<file path="src/ots_pkg.sv">
package ots_pkg;

  // input item: start or frame length measurement
  typedef struct packed {
    logic        action;
    logic [15:0] frame_length;
  } ots_in_t;

  // result item: trial trim or final best trim
  typedef struct packed {
    logic [7:0] trim_value;
    logic       done_res;
  } ots_out_t;

  // action codes
  localparam logic ActStart   = 1'b0;
  localparam logic ActMeasure = 1'b1;

  // reset and search constants
  localparam logic [15:0] TargetReset   = 16'd2356;
  localparam logic [15:0] InitDeviation = 16'd9999;
  localparam logic [6:0]  FirstStep     = 7'd64;

endpackage

</file>
<file path="src/oscillator_trim_search_unit.sv">
// channel  | direction | handshake            | payload
// ---------+-----------+----------------------+---------------------------
// in       | input     | in_valid_i/in_stall_o   | ots_in_t (action, length)
// out      | output    | out_valid_o/out_stall_i | ots_out_t (trim, done)
// cfg      | input     | cfg_valid_i/cfg_ready_o | target frame length
//
// one transaction per cycle while in_stall_o is low; each result is registered in the output
// register, or in the skid entry behind it, by the single state update stage
// a two-entry output buffer (result register plus skid) lets the next input
// be taken while a result waits; in_stall_o rises only when both are full
// reset clears the search state to idle and the target to its default
// cfg_ready_o is always high; the user must write only while the search is idle (not enforced)
module oscillator_trim_search_unit
  import ots_pkg::*;
(
  input  logic        clk_i,
  input  logic        rst_ni,
  input  logic        in_valid_i,
  output logic        in_stall_o,
  input  ots_in_t     in_data_i,
  output logic        out_valid_o,
  input  logic        out_stall_i,
  output ots_out_t    out_data_o,
  input  logic        cfg_valid_i,
  output logic        cfg_ready_o,
  input  logic [15:0] cfg_data_i
);

  logic [15:0] target_q;
  logic        busy_q,   busy_d;
  logic        region_q, region_d;
  logic [6:0]  step_q,   step_d;
  logic [7:0]  trial_q,  trial_d;
  logic [7:0]  best_q,   best_d;
  logic [15:0] best_dev_q, best_dev_d;

  logic        out_valid_q, skid_valid_q;
  ots_out_t    out_data_q, skid_data_q;

  logic        in_acc;
  logic        out_take;
  logic        res_valid;
  ots_out_t    res;
  logic        len_lt;
  logic [15:0] dev;
  logic        improve;
  logic        step_last;
  logic [6:0]  step_half;
  logic [7:0]  trim_step;
  logic [7:0]  first_low;
  logic [7:0]  first_high;

  assign in_stall_o  = skid_valid_q;
  assign in_acc      = in_valid_i && !in_stall_o;
  assign out_take    = out_valid_q && !out_stall_i;
  assign out_valid_o = out_valid_q;
  assign out_data_o  = out_data_q;
  assign cfg_ready_o = 1'b1;

  // target length register
  always_ff @(posedge clk_i or negedge rst_ni) begin
    if (!rst_ni) begin
      target_q <= TargetReset;
    end else if (cfg_valid_i && cfg_ready_o) begin
      target_q <= cfg_data_i;
    end
  end

  // deviation and step arithmetic
  assign len_lt    = in_data_i.frame_length < target_q;
  assign dev       = len_lt ? (target_q - in_data_i.frame_length)
                            : (in_data_i.frame_length - target_q);
  assign improve   = dev < best_dev_q;
  assign step_last = (step_q[6:1] == 6'd0);
  assign step_half = step_q >> 1;
  assign trim_step = {1'b0, step_half};
  // first trial of a region: the start step compares a zero length
  assign first_low  = (target_q != 16'd0) ? (8'd0 + {1'b0, FirstStep})
                                          : (8'd0 - {1'b0, FirstStep});
  assign first_high = (target_q != 16'd0) ? (8'd128 + {1'b0, FirstStep})
                                          : (8'd128 - {1'b0, FirstStep});

  // search update for the accepted transaction
  always_comb begin
    busy_d     = busy_q;
    region_d   = region_q;
    step_d     = step_q;
    trial_d    = trial_q;
    best_d     = best_q;
    best_dev_d = best_dev_q;
    res_valid  = 1'b0;
    res        = '0;
    if (in_acc) begin
      unique case (in_data_i.action)
        ActStart: begin
          busy_d           = 1'b1;
          region_d         = 1'b0;
          step_d           = FirstStep;
          best_d           = 8'd0;
          best_dev_d       = InitDeviation;
          trial_d          = first_low;
          res_valid        = 1'b1;
          res.trim_value   = first_low;
          res.done_res     = 1'b0;
        end
        ActMeasure: begin
          if (busy_q) begin
            if (improve) begin
              best_d     = trial_q;
              best_dev_d = dev;
            end
            res_valid = 1'b1;
            if (step_last && !region_q) begin
              // move to the upper region
              region_d       = 1'b1;
              step_d         = FirstStep;
              trial_d        = first_high;
              res.trim_value = first_high;
              res.done_res   = 1'b0;
            end else if (step_last) begin
              // search finished, emit best trim
              busy_d         = 1'b0;
              res.trim_value = improve ? trial_q : best_q;
              res.done_res   = 1'b1;
            end else begin
              step_d         = step_half;
              trial_d        = len_lt ? (trial_q + trim_step) : (trial_q - trim_step);
              res.trim_value = trial_d;
              res.done_res   = 1'b0;
            end
          end
        end
        default: begin
          res_valid = 1'b0;
        end
      endcase
    end
  end

  // search state registers
  always_ff @(posedge clk_i or negedge rst_ni) begin
    if (!rst_ni) begin
      busy_q     <= 1'b0;
      region_q   <= 1'b0;
      step_q     <= FirstStep;
      trial_q    <= 8'd0;
      best_q     <= 8'd0;
      best_dev_q <= InitDeviation;
    end else begin
      busy_q     <= busy_d;
      region_q   <= region_d;
      step_q     <= step_d;
      trial_q    <= trial_d;
      best_q     <= best_d;
      best_dev_q <= best_dev_d;
    end
  end

  // output register and skid stage control
  always_ff @(posedge clk_i or negedge rst_ni) begin
    if (!rst_ni) begin
      out_valid_q  <= 1'b0;
      skid_valid_q <= 1'b0;
    end else if (skid_valid_q) begin
      if (out_take) begin
        skid_valid_q <= 1'b0;
      end
    end else if (res_valid) begin
      if (out_valid_q && !out_take) begin
        skid_valid_q <= 1'b1;
      end else begin
        out_valid_q <= 1'b1;
      end
    end else if (out_take) begin
      out_valid_q <= 1'b0;
    end
  end

  // output and skid payload
  always_ff @(posedge clk_i) begin
    if (skid_valid_q) begin
      if (out_take) begin
        out_data_q <= skid_data_q;
      end
    end else if (res_valid) begin
      if (out_valid_q && !out_take) begin
        skid_data_q <= res;
      end else begin
        out_data_q <= res;
      end
    end
  end

  // skid entry only holds data behind a full output register
  assert property (@(posedge clk_i) disable iff (!rst_ni)
    skid_valid_q |-> out_valid_q)
    else $error("skid entry without output entry");

  // step size is always a single power of two
  assert property (@(posedge clk_i) disable iff (!rst_ni)
    $onehot(step_q))
    else $error("step size not a power of two");

  // search ends only with a done result
  assert property (@(posedge clk_i) disable iff (!rst_ni)
    $fell(busy_q) |-> $past(res_valid && res.done_res))
    else $error("search ended without done result");

  // a measurement while idle gives no result and keeps the state
  assert property (@(posedge clk_i) disable iff (!rst_ni)
    (in_acc && (in_data_i.action == ActMeasure) && !busy_q)
      |=> !$past(res_valid) && $stable(trial_q) && $stable(best_dev_q))
    else $error("idle measurement changed the search");

endmodule

</file>
<file path="config.mk">
export PLATFORM = sky130hd
export DESIGN_NAME = oscillator_trim_search_unit
export DESIGN_NICKNAME = d
export VERILOG_FILES = /design/src/ots_pkg.sv /design/src/oscillator_trim_search_unit.sv
export SDC_FILE = /design/constraint.sdc
export NUM_CORES = 1
export LEC_CHECK = 0
export ABC_AREA = 1
export BUFFER_PORTS_ARGS = -buffer_cell sky130_fd_sc_hd__buf_2
export CORE_MARGIN = 2
export CORE_UTILIZATION = 34
export CTS_CLUSTER_DIAMETER = 120
export DETAILED_ROUTE_END_ITERATION = 10
export SLEW_MARGIN = 10
export SYNTH_ARGS = -nofsm -noshare
export SYNTH_HDL_FRONTEND = slang
export SYNTH_SLANG_ARGS = --single-unit
</file>
<file path="constraint.sdc">
create_clock -name clk_i -period 5.5 [get_ports clk_i]
set_clock_uncertainty 0.05 [all_clocks]
set_input_delay 0.55 -clock clk_i [delete_from_list [all_inputs] [get_ports clk_i]]
set_output_delay 0.55 -clock clk_i [all_outputs]
set_load 0.02 [all_outputs]
</file>
==> flow_summary.toml <==
[status]
status = "finished clean"

[timing]
maxSlewViolCount = 0
finalSetupViolCount = 0
fmax_ghz = 0.2303
maxSlewHeadroom_pct = 40.01
tightestPinTransition_ns = 0.8999
hold_viol_final = 0
finalCriticalPeriod_ns = 4.343
fin_crit_sh_pct = 78.96
final.setup.tns_ns = 0
rsz0062_at_grt = "no"

[setup_path]
endpoint_kind = "register"
crit_type = "reg2reg"
reg2reg_slack_ns = 1.16
critical_path_arrival_ns = 4.56
required_ns = 5.72
worstSetupStartpointType = "register"
reg2reg_to = "best_dev_q[1]"
cp_max_fo = 22
crit_end = "best_dev_q[1]"
crit_start = "target_q[11]"
reg2reg_from = "target_q[11]"
worstRegToRegCells = 19

[final_layout]
final_common_cell = "nand2_1"
final_util_pct = 39.23
regArea_um2 = 2009
final_cell_mix = "nand2_1 (177), inv_1 (133), ha_1 (54)"
nFillCells = 1775
nets = 918
multi_input_area_um2 = 3171
area_delta_synth_final_pct = 12.24
drive_above_1_share_pct = 15.58
diodes = 0
final_cell_area_um2 = 6553

[job]
drv_cap = 0

[drt]
antenna_left = 0
vias_per_cell = 4.630
highest_layer = "met4"
wl_per_cell_um = 12.13
drt-pass1-iter-count = 5
routed-wl-met2_um = 5398
vias = 4852
wirelength_met1_um = 6502
wl_met3_um = 640
drc = 0
drt-initial-drc-count = 239
wl_um = 12710

[cts]
clkTransAtPathRegs_ns = 0.07
cts_setup_buffers = 0
cts_tree = "done"
cts_hold_repair.buffers = 0
cts_resized = 0
clockRootBuffer = "clkbuf_16"
cts.htree.levels = 3
cts_sinks = 76
cts-buffers-inserted = 9
clkLatencyLatePin_ns = 0.34
clk_path_buf_depth = 2

[synthesis]
syn_avg_cell_area_um2 = 7.504
syn_inst = 778
async_flop_share_pct = 76.32
synth_edf_count = 18
synthDistinctLibCells = 48
yosysSeqAreaShare_pct = 34.42
synth_area_um2 = 5838
synth_ff_type = "dfrtp_1"
ys.warnings.count = 0
synth_nets = 873
synth-seq-cells = 76

[global_routing]
grt_remaining_overflow = 0
grt_first_pass_wirelength_um = 21980
grt_max_degree = 59
grt_usage_pct = 14.98
grt_pass1_vias = 4639
antenna_found_initial = 0

[floorplanning]
start_util_pct = 34.96
dieWidth_um = 135.0
io_pins = 50
coreArea_um2 = 16700
die_area_um2 = 18230
die_height_um = 135.0
fp-row-count = 47

[placement]
gp_congestion = 0.8792
place_hpwl_um = 10070
placedInstanceArea_um2 = 6262
port-buffer-count = 48

[pwr]
p_per_area_nw_per_um2 = 412.6
power_leakage_uw = 0.003373
p_total_uw = 2703
ir_drop_uv = 195.4

[worst_hold_path]
hold_class = "in2async"
==> final cells by class <==
type	count	share of cell area (%)
inverters	149	8.535
repair buffers	49	3.781
clock buffers	9	3.437
multi-input cells	538	48.39
flip-flops and latches	76	30.67
well taps	220	4.201
clock inverters	7	0.9929
==> per-layer routing <==
layer / GRT usage (%) / up-vias
met5: 0 / -
met4: 4.340 / 0
met3: 3.266 / 14
met2: 23.01 / 118
met1: 21.20 / 2132
li1: - / 2588
==> through the flow <==
step	setup WS (ns)	hold WS, ns	instances
2_1_floorplan	1.771	0.2044	778
3_3_place_gp	0.8797	0.4204	1032
3_5_place_dp	0.7848	0.4176	1032
4_1_cts	1.121	0.3384	1048
5_1_grt	0.6901	0.3549	1048
6_report	1.157	0.3051	1048
==> registers in the layout, summed over array words and instances (netlist names) <==
signal and count:
best_q 8, target_q 16, out_data_o 9, trial_q 8
out_valid_o 1, step_q 6, region_q 1, in_stall_o 1
skid_data_q 9, best_dev_q 16, busy_q 1
==> logic make-up after synthesis <==
kind of cell             count (synthesis)  share of synthesized area, %
buffers and inverters                  164                         11.27
other                                    1                       0.06423
AO/OA/AOI/OAI                          158                         15.73
flip-flops                              76                         34.42
XOR/XNOR                                27                         4.050
AND/OR/NAND/NOR                        295                         21.86
adder cells (fa/ha/maj)                 57                         12.60
==> report_power, final <==
group | switching (uW) | internal (uW) | leakage (uW)
Sequential | 74.0 | 768 | 0.000893
Combinational | 829 | 447 | 0.00234
Clock | 268 | 318 | 0.000141
Total | 1170 | 1530 | 0.00337
==> worst min path at each step <==
stage / startpoint / end / slack [ns] / cells past startpoint
floorplan: rst_ni / best_dev_q[11] / 0.20 / 0
finish: rst_ni / target_q[9] / 0.31 / 2
CTS: rst_ni / target_q[9] / 0.34 / 2
detailed placement: best_q[7] / best_q[7] / 0.42 / 1
global placement: best_q[7] / best_q[7] / 0.42 / 1
global route: cfg_data_i[15] / target_q[15] / 0.35 / 3
==> worst max-delay path, stage by stage, from the launching register on <==
cell	delay (ns)
dfstp_2	0.55
ha_1	0.27
a21oi_1	0.26
nand2_1	0.13
a21oi_2	0.24
nand2_4	0.18
inv_2	0.26
nand2_1	0.11
o21ai_2	0.07
xor2_1	0.23
inv_1	0.07
ha_1	0.27
nand2_1	0.08
o21a_1	0.12
nand2_1	0.05
nand2_1	0.09
nand2_2	0.19
a21oi_2	0.61
inv_1	0.22
a21oi_1	0.20
==> Yosys cell counts, types with 3 or more instances <==
cell      instances  area share (%)
nand2_2           7            0.75
nand2_1         177              11
nand3_1          27             2.3
dfstp_2          14             6.3
inv_1           133             8.6
o21ai_2           7             1.1
a21oi_2           4            0.60
ha_1             54              12
o22ai_1          23             2.5
inv_2            15            0.96
buf_6             4            0.77
nor3_1            5            0.43
a21o_1            4            0.51
o21ai_1          13             1.1
nor2_2            5            0.54
nand4_1           6            0.64
nor4_1            3            0.32
fa_1              3             1.0
nor2_1           52             3.3
xnor2_1           4            0.60
xor2_1           23             3.5
edfxtp_1         18             9.3
clkbuf_1          5            0.32
buf_2             4            0.34
nor2_4            3            0.58
a21oi_1          40             3.4
o21ai_0          53             4.5
dfrtp_1          44              19
Note: power is estimated with default switching activity, not from simulation.
